===== src/crsf_pkg.sv =====
package crsf_pkg;

  localparam int unsigned InW        = 32;
  localparam int unsigned IdxW       = 24;
  localparam int unsigned ThrW       = 16;
  localparam int unsigned SampleWDef = 32;
  localparam int unsigned QDepthDef  = 4;

  localparam logic [ThrW-1:0] ThrReset = ThrW'(4);
  localparam logic [ThrW-1:0] RunMax   = '1;

  typedef logic [IdxW-1:0] idx_t;

  typedef struct packed {
    logic a_v;
    idx_t a_start;
    idx_t a_end;
    logic b_v;
    idx_t b_start;
    idx_t b_end;
    logic last;
  } cmd_t;

  typedef struct packed {
    idx_t seg_start;
    idx_t seg_end;
    logic seg_valid;
    logic record_end;
  } seg_t;

  typedef struct packed {
    logic out_v;
    logic spill_v;
  } back_sts_t;

endpackage


===== src/crsf_in_if.sv =====
interface crsf_in_if;
  logic               valid;
  logic               ready;
  logic signed [31:0] sample_value;
  logic               last_sample;

  modport source (output valid, output sample_value, output last_sample, input ready);
  modport sink (input valid, input sample_value, input last_sample, output ready);
endinterface


===== src/crsf_out_if.sv =====
interface crsf_out_if;
  logic        valid;
  logic        ready;
  logic [23:0] seg_start;
  logic [23:0] seg_end;
  logic        seg_valid;
  logic        record_end;

  modport source (output valid, output seg_start, output seg_end, output seg_valid,
                  output record_end, input ready);
  modport sink (input valid, input seg_start, input seg_end, input seg_valid,
                input record_end, output ready);
endinterface


===== src/crsf_front.sv =====
module crsf_front #(
  parameter int unsigned SampleWidth = crsf_pkg::SampleWDef
) (
  input  logic                         clk_i,
  input  logic                         rst_ni,
  input  logic                         cfg_we_i,
  input  logic [crsf_pkg::ThrW-1:0]    cfg_wdata_i,
  crsf_in_if.sink                      in_i,
  input  logic                         q_full_i,
  output logic                         push_o,
  output crsf_pkg::cmd_t               cmd_o
);
  import crsf_pkg::*;

  localparam int unsigned CmpW = (SampleWidth < InW) ? SampleWidth : InW;

  logic [ThrW-1:0] thr_q;
  logic [CmpW-1:0] held_q, held_d;
  logic [ThrW-1:0] len_q, len_d;
  idx_t            rs_q, rs_d;
  idx_t            si_q, idx;
  logic            start_q;
  logic [CmpW-1:0] smp;

  assign in_i.ready = !q_full_i;
  assign push_o     = in_i.valid && !q_full_i;
  assign smp        = in_i.sample_value[CmpW-1:0];

  always_comb begin
    cmd_o   = '0;
    held_d  = smp;
    len_d   = ThrW'(1);
    rs_d    = '0;
    idx     = '0;
    if (start_q) begin
      idx = '0;
    end else begin
      idx = IdxW'(si_q + 1'b1);
      if (smp == held_q) begin
        held_d = held_q;
        rs_d   = rs_q;
        len_d  = (len_q == RunMax) ? len_q : ThrW'(len_q + 1'b1);
      end else begin
        cmd_o.a_v     = (len_q >= thr_q);
        cmd_o.a_start = rs_q;
        cmd_o.a_end   = IdxW'(idx - 1'b1);
        rs_d          = idx;
      end
    end
    cmd_o.last    = in_i.last_sample;
    cmd_o.b_v     = in_i.last_sample && (len_d >= thr_q);
    cmd_o.b_start = rs_d;
    cmd_o.b_end   = idx;
  end

  always_ff @(posedge clk_i or negedge rst_ni) begin
    if (!rst_ni) begin
      thr_q <= ThrReset;
    end else if (cfg_we_i) begin
      thr_q <= cfg_wdata_i;
    end
  end

  always_ff @(posedge clk_i or negedge rst_ni) begin
    if (!rst_ni) begin
      held_q  <= '0;
      len_q   <= '0;
      rs_q    <= '0;
      si_q    <= '0;
      start_q <= 1'b1;
    end else if (push_o) begin
      held_q  <= held_d;
      len_q   <= len_d;
      rs_q    <= rs_d;
      si_q    <= idx;
      start_q <= in_i.last_sample;
    end
  end

endmodule


===== src/crsf_queue.sv =====
module crsf_queue #(
  parameter int unsigned Depth = crsf_pkg::QDepthDef
) (
  input  logic                        clk_i,
  input  logic                        rst_ni,
  input  logic                        push_i,
  input  crsf_pkg::cmd_t              cmd_i,
  output logic                        full_o,
  output logic                        valid_o,
  input  logic                        pop_i,
  output crsf_pkg::cmd_t              cmd_o,
  output logic [$clog2(Depth+1)-1:0]  cnt_o
);
  import crsf_pkg::*;

  localparam int unsigned PtrW = (Depth > 1) ? $clog2(Depth) : 1;
  localparam int unsigned CntW = $clog2(Depth + 1);

  cmd_t            mem_q [Depth];
  logic [PtrW-1:0] wp_q, rp_q;
  logic [CntW-1:0] cnt_q;

  assign full_o  = (cnt_q == CntW'(Depth));
  assign valid_o = (cnt_q != '0);
  assign cmd_o   = mem_q[rp_q];
  assign cnt_o   = cnt_q;

  always_ff @(posedge clk_i) begin
    if (push_i) begin
      mem_q[wp_q] <= cmd_i;
    end
  end

  always_ff @(posedge clk_i or negedge rst_ni) begin
    if (!rst_ni) begin
      wp_q  <= '0;
      rp_q  <= '0;
      cnt_q <= '0;
    end else begin
      if (push_i) begin
        wp_q <= (wp_q == PtrW'(Depth - 1)) ? '0 : PtrW'(wp_q + 1'b1);
      end
      if (pop_i) begin
        rp_q <= (rp_q == PtrW'(Depth - 1)) ? '0 : PtrW'(rp_q + 1'b1);
      end
      if (push_i && !pop_i) begin
        cnt_q <= CntW'(cnt_q + 1'b1);
      end else if (pop_i && !push_i) begin
        cnt_q <= CntW'(cnt_q - 1'b1);
      end
    end
  end

endmodule


===== src/crsf_back.sv =====
module crsf_back (
  input  logic                 clk_i,
  input  logic                 rst_ni,
  input  logic                 q_valid_i,
  input  crsf_pkg::cmd_t       cmd_i,
  output logic                 pop_o,
  crsf_out_if.source           out_o,
  output crsf_pkg::back_sts_t  sts_o
);
  import crsf_pkg::*;

  logic pend_v_q, pv;
  idx_t pend_s_q, pend_e_q, ps, pe;
  seg_t out_q, spill_q, ea, eb, ef, r0, r1;
  logic out_v_q, spill_v_q, out_free;
  logic ea_v, eb_v;
  logic [1:0] n;

  always_comb begin
    pv   = pend_v_q;
    ps   = pend_s_q;
    pe   = pend_e_q;
    ea_v = 1'b0;
    eb_v = 1'b0;
    ea   = '{seg_start: pend_s_q, seg_end: pend_e_q, seg_valid: 1'b1, record_end: 1'b0};
    eb   = ea;
    ef   = '0;
    if (cmd_i.a_v) begin
      if (pv && (IdxW'(pe + 1'b1) == cmd_i.a_start)) begin
        pe = cmd_i.a_end;
      end else begin
        ea_v = pv;
        ea   = '{seg_start: ps, seg_end: pe, seg_valid: 1'b1, record_end: 1'b0};
        pv   = 1'b1;
        ps   = cmd_i.a_start;
        pe   = cmd_i.a_end;
      end
    end
    if (cmd_i.b_v) begin
      if (pv && (IdxW'(pe + 1'b1) == cmd_i.b_start)) begin
        pe = cmd_i.b_end;
      end else begin
        eb_v = pv;
        eb   = '{seg_start: ps, seg_end: pe, seg_valid: 1'b1, record_end: 1'b0};
        pv   = 1'b1;
        ps   = cmd_i.b_start;
        pe   = cmd_i.b_end;
      end
    end
    if (cmd_i.last) begin
      ef = pv ? '{seg_start: ps, seg_end: pe, seg_valid: 1'b1, record_end: 1'b1}
              : '{seg_start: '0, seg_end: '0, seg_valid: 1'b0, record_end: 1'b1};
      pv = 1'b0;
    end
    r1 = ef;
    if (ea_v) begin
      r0 = ea;
      r1 = eb_v ? eb : ef;
    end else if (eb_v) begin
      r0 = eb;
    end else begin
      r0 = ef;
    end
    n = 2'(ea_v) + 2'(eb_v) + 2'(cmd_i.last);
    if (n > 2'd2) begin
      n = 2'd2;
    end
  end

  assign out_free = !out_v_q || out_o.ready;
  assign pop_o    = q_valid_i && !spill_v_q && out_free;

  assign out_o.valid      = out_v_q;
  assign out_o.seg_start  = out_q.seg_start;
  assign out_o.seg_end    = out_q.seg_end;
  assign out_o.seg_valid  = out_q.seg_valid;
  assign out_o.record_end = out_q.record_end;
  assign sts_o            = '{out_v: out_v_q, spill_v: spill_v_q};

  always_ff @(posedge clk_i or negedge rst_ni) begin
    if (!rst_ni) begin
      pend_v_q <= 1'b0;
    end else if (pop_o) begin
      pend_v_q <= pv;
    end
  end

  always_ff @(posedge clk_i) begin
    if (pop_o) begin
      pend_s_q <= ps;
      pend_e_q <= pe;
    end
  end

  always_ff @(posedge clk_i or negedge rst_ni) begin
    if (!rst_ni) begin
      out_v_q   <= 1'b0;
      spill_v_q <= 1'b0;
    end else if (spill_v_q) begin
      if (out_free) begin
        out_v_q   <= 1'b1;
        spill_v_q <= 1'b0;
      end
    end else if (pop_o) begin
      out_v_q   <= (n != 2'd0);
      spill_v_q <= (n == 2'd2);
    end else if (out_free) begin
      out_v_q <= 1'b0;
    end
  end

  always_ff @(posedge clk_i) begin
    if (spill_v_q) begin
      if (out_free) begin
        out_q <= spill_q;
      end
    end else if (pop_o) begin
      out_q   <= r0;
      spill_q <= r1;
    end
  end

endmodule


===== src/constant_run_segment_finder.sv =====
// Channel   Dir  Payload                                      Handshake
// in_i      in   sample_value[31:0] signed, last_sample       valid/ready
// out_o     out  seg_start[23:0], seg_end[23:0], seg_valid,    valid/ready
//                record_end
// cfg       in   cfg_wdata_i[15:0] = run_threshold            cfg_we_i
//
// One item per cycle sustained; the front run tracker takes a sample each cycle
// while the command queue has room. Results leave one per cycle from the output
// register while out_o is ready; a sample that flushes two results holds the back end
// until the second leaves the spill slot. Each command is registered in the queue first.
// Reset clears the run tracker, the queue and the held segment; threshold returns to 4.
// Output stalls back up through the queue to in_i.ready.
module constant_run_segment_finder #(
  parameter int unsigned SampleWidth = crsf_pkg::SampleWDef,
  parameter int unsigned QueueDepth  = crsf_pkg::QDepthDef
) (
  input  logic                      clk_i,
  input  logic                      rst_ni,
  input  logic                      cfg_we_i,
  input  logic [crsf_pkg::ThrW-1:0] cfg_wdata_i,
  crsf_in_if.sink                   in_i,
  crsf_out_if.source                out_o
);
  import crsf_pkg::*;

  localparam int unsigned CntW = $clog2(QueueDepth + 1);

  cmd_t            push_cmd, head_cmd;
  logic            push, q_full, q_valid, pop;
  logic [CntW-1:0] q_cnt;
  back_sts_t       back_sts;

  crsf_front #(.SampleWidth(SampleWidth)) u_front (
    .clk_i      (clk_i),
    .rst_ni     (rst_ni),
    .cfg_we_i   (cfg_we_i),
    .cfg_wdata_i(cfg_wdata_i),
    .in_i       (in_i),
    .q_full_i   (q_full),
    .push_o     (push),
    .cmd_o      (push_cmd)
  );

  crsf_queue #(.Depth(QueueDepth)) u_queue (
    .clk_i  (clk_i),
    .rst_ni (rst_ni),
    .push_i (push),
    .cmd_i  (push_cmd),
    .full_o (q_full),
    .valid_o(q_valid),
    .pop_i  (pop),
    .cmd_o  (head_cmd),
    .cnt_o  (q_cnt)
  );

  crsf_back u_back (
    .clk_i    (clk_i),
    .rst_ni   (rst_ni),
    .q_valid_i(q_valid),
    .cmd_i    (head_cmd),
    .pop_o    (pop),
    .out_o    (out_o),
    .sts_o    (back_sts)
  );

  a_empty_seg_is_final: assert property (@(posedge clk_i) disable iff (!rst_ni)
    (out_o.valid && !out_o.seg_valid) |->
      (out_o.record_end && out_o.seg_start == '0 && out_o.seg_end == '0))
    else $error("empty segment result not a zeroed record end");

  a_queue_bound: assert property (@(posedge clk_i) disable iff (!rst_ni)
    q_cnt <= CntW'(QueueDepth))
    else $error("command queue count beyond depth");

  a_spill_behind_out: assert property (@(posedge clk_i) disable iff (!rst_ni)
    back_sts.spill_v |-> back_sts.out_v)
    else $error("spill slot holds a result while output register is empty");

  a_no_pop_while_spill: assert property (@(posedge clk_i) disable iff (!rst_ni)
    back_sts.spill_v |-> !pop)
    else $error("command taken while second result still waits");

endmodule


===== src/flat_wrapper.sv =====
// flat-port wrapper written by rule: the top's interface ports become plain ports
module constant_run_segment_finder_flat import crsf_pkg::*;
#(
  parameter int unsigned SampleWidth = crsf_pkg::SampleWDef,
  parameter int unsigned QueueDepth  = crsf_pkg::QDepthDef
)
  (clk_i, rst_ni, cfg_we_i, cfg_wdata_i, in_i_valid, in_i_sample_value, in_i_last_sample, in_i_ready, out_o_valid, out_o_seg_start, out_o_seg_end, out_o_seg_valid, out_o_record_end, out_o_ready);
  crsf_in_if in_i_i ();
  crsf_out_if out_o_i ();
  input  logic clk_i;
  input  logic rst_ni;
  input  logic cfg_we_i;
  input  logic [crsf_pkg::ThrW-1:0] cfg_wdata_i;
  input wire logic [$bits(in_i_i.valid)-1:0] in_i_valid;
  input wire logic [$bits(in_i_i.sample_value)-1:0] in_i_sample_value;
  input wire logic [$bits(in_i_i.last_sample)-1:0] in_i_last_sample;
  output wire logic [$bits(in_i_i.ready)-1:0] in_i_ready;
  output wire logic [$bits(out_o_i.valid)-1:0] out_o_valid;
  output wire logic [$bits(out_o_i.seg_start)-1:0] out_o_seg_start;
  output wire logic [$bits(out_o_i.seg_end)-1:0] out_o_seg_end;
  output wire logic [$bits(out_o_i.seg_valid)-1:0] out_o_seg_valid;
  output wire logic [$bits(out_o_i.record_end)-1:0] out_o_record_end;
  input wire logic [$bits(out_o_i.ready)-1:0] out_o_ready;
  assign in_i_i.valid = in_i_valid;
  assign in_i_i.sample_value = in_i_sample_value;
  assign in_i_i.last_sample = in_i_last_sample;
  assign in_i_ready = in_i_i.ready;
  assign out_o_valid = out_o_i.valid;
  assign out_o_seg_start = out_o_i.seg_start;
  assign out_o_seg_end = out_o_i.seg_end;
  assign out_o_seg_valid = out_o_i.seg_valid;
  assign out_o_record_end = out_o_i.record_end;
  assign out_o_i.ready = out_o_ready;
  constant_run_segment_finder #(.SampleWidth(SampleWidth), .QueueDepth(QueueDepth)) u_core (.clk_i(clk_i), .rst_ni(rst_ni), .cfg_we_i(cfg_we_i), .cfg_wdata_i(cfg_wdata_i), .in_i(in_i_i), .out_o(out_o_i));
endmodule

===== config.mk =====
export PLATFORM = sky130hd
export DESIGN_NAME = constant_run_segment_finder_flat
export DESIGN_NICKNAME = d
export VERILOG_FILES = /design/src/crsf_pkg.sv /design/src/crsf_in_if.sv /design/src/crsf_out_if.sv /design/src/crsf_front.sv /design/src/crsf_queue.sv /design/src/crsf_back.sv /design/src/constant_run_segment_finder.sv /design/src/flat_wrapper.sv
export SDC_FILE = /design/constraint.sdc
export NUM_CORES = 1
export LEC_CHECK = 0
export ABC_AREA = 1
export BUFFER_PORTS_ARGS = -buffer_cell sky130_fd_sc_hd__buf_2
export CORE_AREA = 2 2 259 261
export DETAILED_ROUTE_END_ITERATION = 8
export DIE_AREA = 0 0 261 263
export PLACE_DENSITY = 0.71
export REMOVE_ABC_BUFFERS = 1
export SLEW_MARGIN = 20
export SYNTH_ARGS = -nofsm -noshare
export SYNTH_HDL_FRONTEND = slang
export SYNTH_HIERARCHICAL = 1
export SYNTH_SLANG_ARGS = --single-unit

===== constraint.sdc =====
create_clock -name clk_i -period 6 [get_ports clk_i]
set_input_delay 0.6 -clock clk_i [delete_from_list [all_inputs] [get_ports clk_i]]
set_output_delay 0.6 -clock clk_i [all_outputs]
set_load 0.01 [all_outputs]

After elaboration in Yosys (flattened, before gate mapping):

Memories as Yosys holds them, arrays and structs flattened.
Cells that the tools add are included.

* reductions and logical operators: 23
* eq/ne operators: 10
* magnitude comparators: 3
* add/sub/neg operators: 11
* muxes and demuxes: 49
* bitwise logic cells: 1

Operators by type and width (number)
* $mux 50: 10
* $mux 24: 9
* $mux 49: 2
* $add 24x1->24 const B: 3
* $mux 32: 2
* $eq 24x24->1: 2
* $mux 16: 3
* $eq 32x32->1: 1
* $ge 16x16->1: 2
* $sub 24x1->24 const B: 1
* $mux 1: 18
* $add 16x1->16 const B: 1
* $eq 16x16->1 const B: 1
* $logic_and 1x1->1: 8
* $reduce_and 2->1: 4
* $reduce_bool 2->1: 4
* $eq 2x2->1 const B: 3
* $mux 2: 3
* $mux 3: 2
* $logic_not 1->1: 5
* $add 2x1->2 const B: 2
* $add 3x1->3 const B: 1
* $eq 3x3->1 const B: 1
* $reduce_bool 3->1: 1
* other kinds (8): 8

* memories: 1
* register bits after elaboration: 271
* RAM bits: 396

Memory list
* u_core.u_queue.mem_q: depth 4, width 99, read ports 1, clocked after Yosys merged registers in 0, write ports 1, line crsf_queue.sv:19 `cmd_t mem_q [Depth];`

Depth between registers and ports, before layout:

Gate-level depths: netlist of run 1.

* depth in word-level cells: 15
* depth in mapped cells: 31
* gate-level depth less buffers: 26

Cells and area by module:

The synthesis of run 1 kept the hierarchy.

By module, submodules not included
* crsf_queue: instances 1, area an instance 16124.2 µm², cells an instance 1207, seq. area each 12066.6 µm²
* crsf_back: instances 1, area an instance 11765.0 µm², cells an instance 1717, seq. area each 4519.3 µm²
* crsf_front: instances 1, area an instance 8130.3 µm², cells an instance 1176, seq. area each 2830.2 µm²

Least setup slack after synthesis of run 1:

No wires, ideal clock.

* kind: input to register
* from: input port out_o_ready
* to: register u_core.u_queue.cnt_q[1], in the netlist u_core/u_queue/cnt_o[1]
* arrival time: 5284 ps
* cell stages on the path: 8
* data required time: 5883 ps
* library setup time: 117 ps
* slack: 600 ps
* cell sequence: nor2_1 -> nor3_1 -> inv_1 -> ha_1 -> inv_1 -> fa_1 -> nand2_1 -> nand2_1

* longest elaborated chain between the ends: 5
* elaborated cells on any way between the ends: 7
* those cells by class: mux (1); reduce/logical (6)

Ends and longest elaborated chain
* start, declared: line flat_wrapper.sv:23 `input wire logic [$bits(out_o_i.ready)-1:0] out_o_ready;`
* $logic_or 1x1->1 *: line crsf_back.sv:70 `assign out_free = !out_v_q || out_o.ready;`
* $logic_and 1x1->1 *: line crsf_back.sv:71 `assign pop_o = q_valid_i && !spill_v_q && out_free;`
* via u_core.pop: line constant_run_segment_finder.sv:29 `logic push, q_full, q_valid, pop;`
* $logic_not 1->1: line crsf_queue.sv:46 `if (push_i && !pop_i) begin`
* $logic_and 1x1->1: line crsf_queue.sv:46
* $mux 3 / $reduce_bool 2->1 (equally long branches)
* end signal, assigned: line crsf_queue.sv:47 `cnt_q <= CntW'(cnt_q + 1'b1);`
* end signal, assigned: line crsf_queue.sv:49 `cnt_q <= CntW'(cnt_q - 1'b1);`
* end, declared: line crsf_queue.sv:21 `logic [CntW-1:0] cnt_q;`

Mark *: on every way through the listed nets, which the timed path passes. The rest lies on a longest branch.
A chain may end at the register's enable or synchronous reset.

==> out/metrics.yaml, run 1 <==
die_x_um: 261
grt_first_pass_wirelength_um: 149000
wl_um: 95940
root_buffer: "clkbuf_16"
diodes: 0
rsz0062_at_grt: "false"
cts_buffer_depth: 3
hold_viol_final: 0
cp.required_ns: 6.54
detail-route-antenna-nets: 0
clock-sinks: 667
dp_hpwl_um: 64110
finalClockSkew_ns: 0.02333
final_area_um2: 39330
drive_above_1_share: 0.1086
dieArea_um2: 68640
via_per_inst: 5.515
maxCapViolCount: 0
path_class: "reg2reg"
cts_buffers: 73
fill_cells: 5651
cp-start-kind: "register"
die_h_um: 263
cts_tree: "yes"
place_area_um2: 36970
grt_usage: 0.2803
slew_headroom: 0.2016
crit_fanout: 101
synth.avg_cell_area_um2: 8.786
status: "finished clean"
endpoint_kind: "register"
grt_max_degree: 204
fin_tns_setup_ns: 0
ys_warn_count: 6
drtIter0Drc: 3051
layout_commonest_cell: "nand2_1"
gp_congestion: 0.9950
tightest_slew_ns: 1.196
power_leakage_nw: 17.21
fmax_ghz: 0.1929
vias: 27880
core-area_um2: 65630
drc: 0
netlist_area_um2: 36000
portBuffers: 105
cts_setup_buffers: 0
syn_to_final_growth_pct: 9.240
postCtsHoldBufs: 0
path_clk_slew_ns: 0.06
netlist_instances: 4098
initial_core_util: 0.5486
finalMaxSlewViolations: 0
clkLatencyLatePin_ns: 0.62
grt_pass1_vias: 26220
cts_max_level: 3
final_cell_mix: "nand2_1, edfxtp_1, inv_1, nor2_1, nand3_1"
grt_overflow: 0
vdd_ir_drop_max_uv: 322.9
fp-row-count: 94
nets: 4232
ioPinCount: 106
hp-class: "in2async"
fin_crit_sh: 0.8642
pwr_density_cell_nw_per_um2: 591.2
first_pass_iters: 6
post_drt_wl_per_cell_um: 18.98
cp_data_arrival_time_ns: 5.72
finalSetupViolCount: 0
antenna_found_initial: 2
cts_resized: 0
min_period_ns: 5.185
==> power breakdown <==
group / internal [W] / leakage, nW / total [W] / switching [W]
sequential: 0.00693 / 6.81 / 0.00746 / 0.000535
combinational: 0.00329 / 9.25 / 0.0113 / 0.00806
clock: 0.00260 / 1.15 / 0.00445 / 0.00185
total: 0.0128 / 17.2 / 0.0233 / 0.0104
==> per-stage QoR <==
stage	hold slack, ns	total power (W)	setup WS [ns]	util	instances
after global routing	0.1440	0.02485	0.4252	0.5993	5055
after floorplan	0.3044	0.01509	-2.377	-	3914
after detailed placement	0.4596	0.01868	0.8846	0.5633	4922
after CTS	0.1129	0.02318	0.8567	0.5993	5055
after global placement	0.4527	0.01856	0.9589	0.5633	4922
final	0.08806	0.02325	0.8151	0.5993	5055
==> area by class of cell <==
type	count	area, µm²	area share
Sequential cell	667	19420	0.4938
Clock buffer	86	1876	0.04769
Multi-Input combinational cell	2670	13390	0.3404
Inverter	577	2191	0.05570
Timing Repair Buffer	144	887.1	0.02255
Tap cell	864	1081	0.02749
Clock inverter	47	488.0	0.01241
==> worst max-delay path: stages, from the launching register on <==
cell	delay [ns]
dfrtp_1	0.48
clkinv_8	0.30
nand2_1	0.15
o211ai_1	0.10
nand2_2	0.19
buf_4	0.46
buf_4	0.41
nand2_1	0.08
nand2_1	0.17
nand2_1	0.12
nor2_1	0.36
xnor2_1	0.22
nand2_1	0.10
nor2_1	0.15
nand2_1	0.07
nor2_1	0.08
nand3_1	0.10
nor2_1	0.12
nand3_1	0.10
nand2_2	0.15
buf_4	0.37
fa_1	0.49
nand2_1	0.09
nand2_1	0.05
nand3_1	0.08
==> state kept, by name, indices dropped and copies added, names as in the netlist <==
| signal | count |
|---|---|
| u_core/u_back/out_o.record_end | 1 |
| u_core/u_front/len_q | 16 |
| u_core/u_back/pend_s_q | 24 |
| u_core/u_back/out_o.seg_valid | 1 |
| u_core/u_front/rs_q | 24 |
| u_core/u_back/pend_v_q | 1 |
| u_core/u_queue/mem_q | 396 |
| u_core/u_back/out_o.seg_end | 24 |
| u_core/u_back/out_o.valid | 1 |
| u_core/u_front/start_q | 1 |
| u_core/u_back/out_o.seg_start | 24 |
| u_core/u_queue/rp_q | 2 |
| u_core/u_back/spill_q | 50 |
| u_core/u_front/held_q | 32 |
| u_core/u_queue/cnt_o | 3 |
| u_core/u_front/si_q | 24 |
| u_core/u_back/spill_v_q | 1 |
| u_core/u_back/pend_e_q | 24 |
| u_core/u_queue/wp_q | 2 |
| u_core/u_front/thr_q | 16 |
==> routing by layer <==
metal / up-vias / track usage / wire [µm]
met5: - / 0 / 0
met4: 0 / 0.07970 / 2458
met3: 146 / 0.03620 / 6679
met2: 1072 / 0.4507 / 44780
met1: 13090 / 0.4000 / 42020
li1: 13570 / - / -
==> worst paths after layout <==
path	start	to	slack, ns	depth (start not counted)
max in group asynchronous	rst_ni	u_core/u_queue/rp_q[1]	4.74	2
worst min register to register	u_core/u_queue/cnt_o[2]	u_core/u_queue/cnt_o[2]	0.47	2
worst min-delay path	rst_ni	u_core/u_front/held_q[13]	0.09	1
worst max-delay path	u_core/u_queue/rp_q[0]	u_core/u_back/out_o.valid	0.82	24
min in group clk_i	cfg_wdata_i[12]	u_core/u_front/thr_q[12]	0.20	3
worst max register to register	u_core/u_queue/rp_q[0]	u_core/u_back/out_o.valid	0.82	24
Power figures use the tool's default switching activity.
==> run 2, diff against run 1 <==
--- a/config.mk
+++ b/config.mk
@@ -7,13 +7,12 @@
 export LEC_CHECK = 0
 export ABC_AREA = 1
 export BUFFER_PORTS_ARGS = -buffer_cell sky130_fd_sc_hd__buf_2
-export CORE_AREA = 2 2 259 261
+export CORE_AREA = 2 2 252 254
 export DETAILED_ROUTE_END_ITERATION = 8
-export DIE_AREA = 0 0 261 263
+export DIE_AREA = 0 0 254 256
 export PLACE_DENSITY = 0.71
 export REMOVE_ABC_BUFFERS = 1
 export SLEW_MARGIN = 20
 export SYNTH_ARGS = -nofsm -noshare
 export SYNTH_HDL_FRONTEND = slang
-export SYNTH_HIERARCHICAL = 1
 export SYNTH_SLANG_ARGS = --single-unit
==> out/metrics.yaml, run 2 <==
status: "finished clean"
ff_latch_area_um2: 19420
fin_crit_sh: 0.8663
reg2reg_from: "u_core.u_queue.rp_q[1]"
dieArea_um2: 65020
cp-start-kind: "register"
vias: 26010
wl_um: 87770
slew_headroom: 0.2561
synthAdderAreaFrac: 0.01666
synth.top_cell.area_share: 0.4814
drtIter0Drc: 2803
largest_reg_flops: 396
fin_tns_setup_ns: 0
crit_chain: "clkinv_2 > buf_4 > nand3_1 > nand2_1 > o21ai_2 > ha_1 > nand3_1 > nor2_4 > nand3_2 > nor2_1 > nand2_1 > nand2_1 > nand2_1 > nand3_1 > nor2_4 > nand2_2 > nand2_4 > inv_2 > nand2_1 > nand3_1 > o21ai_0 > o21ai_1"
netlist_area_um2: 33940
drc: 0
multi_input_area_um2: 12320
nets: 3872
fin_ws_ns: 0.8019
clock-sinks: 667
antenna_found_initial: 3
root_buffer: "clkbuf_16"
top_register: "u_core.u_queue.mem_q"
ys_ff_latch: 667
cp.required_ns: 6.46
die_h_um: 256
drive_above_1_share: 0.09465
fill_cells: 5367
grt_overflow: 0
postCtsHoldBufs: 0
synth_edf_count: 544
final_area_um2: 37440
portBuffers: 105
fmax_ghz: 0.1924
die_x_um: 254
vdd_ir_drop_max_uv: 360.9
cts_setup_buffers: 0
cts_max_level: 3
yosysSeqAreaShare: 0.5721
min_period_ns: 5.198
netlist_instances: 3733
cts_buffers: 73
synth_compound_area_frac: 0.08517
path_class: "reg2reg"
pwr_density_cell_nw_per_um2: 612.8
ioPinCount: 106
grt_max_degree: 110
detail-route-antenna-nets: 0
reg_top3: "u_core.u_queue.mem_q x396, u_core.u_back.spill_q x50, u_core.u_front.held_q x32"
path_common_cell: "nand2_1"
initial_core_util: 0.5439
grt_usage: 0.2719
cts_resized: 0
hold_viol_final: 0
worstSetupStartpoint: "u_core.u_queue.rp_q[1]"
finalSetupViolCount: 0
endpoint_kind: "register"
finalMaxSlewViolations: 0
layout_commonest_cell: "nand2_1"
post_drt_wl_per_cell_um: 18.75
synth.avg_cell_area_um2: 9.091
yosysMostFrequentCell: "nand2_1"
place_area_um2: 35060
first_pass_iters: 8
regToRegSetupSlack_ns: 0.80
fp-row-count: 92
synthMuxAreaShare: 0.0009586
hp-class: "in2async"
synth_top_family_by_area: "simple AND/OR/NAND/NOR gates"
finalClockSkew_ns: 0.02368
clkLatencyLatePin_ns: 0.63
grt_first_pass_wirelength_um: 137200
syn_to_final_growth_pct: 10.32
gp_congestion: 0.9713
crit_slowest_cell: "inv_2"
async_reset_ff_frac: 0.1844
cts_tree: "yes"
rsz0062_at_grt: "false"
via_per_inst: 5.557
cts_buffer_depth: 3
tightest_slew_ns: 1.116
dpl.cell_count: 4545
ys_types: 66
synth_xor_area_frac: 0.02389
final_cell_count_no_fill: 4681
path_clk_slew_ns: 0.06
cp_data_arrival_time_ns: 5.65
cpPeakStageDelay_ns: 0.84
dp_hpwl_um: 56560
yosys.area.top_type: "edfxtp_1"
p_total_w: 0.02294
final_cell_mix: "nand2_1, edfxtp_1, inv_1, nor2_1, nand3_1"
diodes: 0
synthSimpleGateAreaFrac: 0.2352
yosys-top-cells-count: "nand2_1, edfxtp_1, inv_1, nor2_1, nand3_1"
ys_warn_count: 0
grt_pass1_vias: 24550
synth_top_flop_cell: "edfxtp_1"
power_leakage_nw: 15.85
core-area_um2: 62390
yosys-top-cells-area: "edfxtp_1, nand2_1, dfrtp_1"
maxCapViolCount: 0
crit_fanout: 49
post-place-ws_ns: 0.8492
run 2: through the flow:
step / utilization / hold slack [ns]
final: 0.6001 / 0.01305
after global routing: 0.6001 / 0.05371
after CTS: 0.6001 / 0.01593
after detailed placement: 0.5620 / 0.4854
after global placement: 0.5620 / 0.4817
after floorplan: - / 0.3044
run 2: worst paths after layout:
check	end	cells after the start
worst max-delay path	u_core.u_back.out_o.seg_end[12]	22
worst min-delay path	u_core.u_front.held_q[10]	1
worst max register to register	u_core.u_back.out_o.seg_end[12]	22
worst min register to register	u_core.u_front.held_q[27]	2
max in group asynchronous	u_core.u_front.thr_q[8]	2
min in group clk_i	u_core.u_front.thr_q[9]	3
run 2: cell type report:
cell class | instances | share of cell area
flip-flops and latches | 667 | 0.5188
multi-input cells | 2538 | 0.3291
clock buffers | 94 | 0.05284
inverters | 347 | 0.03502
well taps | 846 | 0.02827
repair buffers | 147 | 0.02530
clock inverters | 42 | 0.01059
run 2: cell families (layout without fill, tap and decap cells):
| logic type | Yosys count | after routing |
|---|---|---|
| adders and majority gates | 44 | 44 |
| xor gates and xnor gates | 91 | 91 |
| and+or+nand+nor | 1896 | 1896 |
| AOI/OAI and AO/OA | 504 | 504 |
| muxes | 3 | 3 |
| DFF | 667 | 667 |
| buffers and inverters | 528 | 630 |
run 2: per-layer routing:
metal | part of all wire | track usage
met5 | 0 | 0
met4 | 0.027 | 0.09444
met2 | 0.46 | 0.4281
met1 | 0.43 | 0.3874
met3 | 0.082 | 0.03854
run 2: worst max-delay path: cells and delay by family, from the launching register on:
family,cells,cell delay (ns)
flip-flops,1,0.58
AND/OR/NAND/NOR,15,2.09
buffers and inverters,3,1.58
adder cells (fa/ha/maj),1,0.24
AO/OA/AOI/OAI,3,0.49
run 2: where the power goes:
group	internal [W]	switching, W
logic	0.00312	0.00778
clock network	0.00257	0.00189
registers	0.00698	0.000599
total	0.0127	0.0103
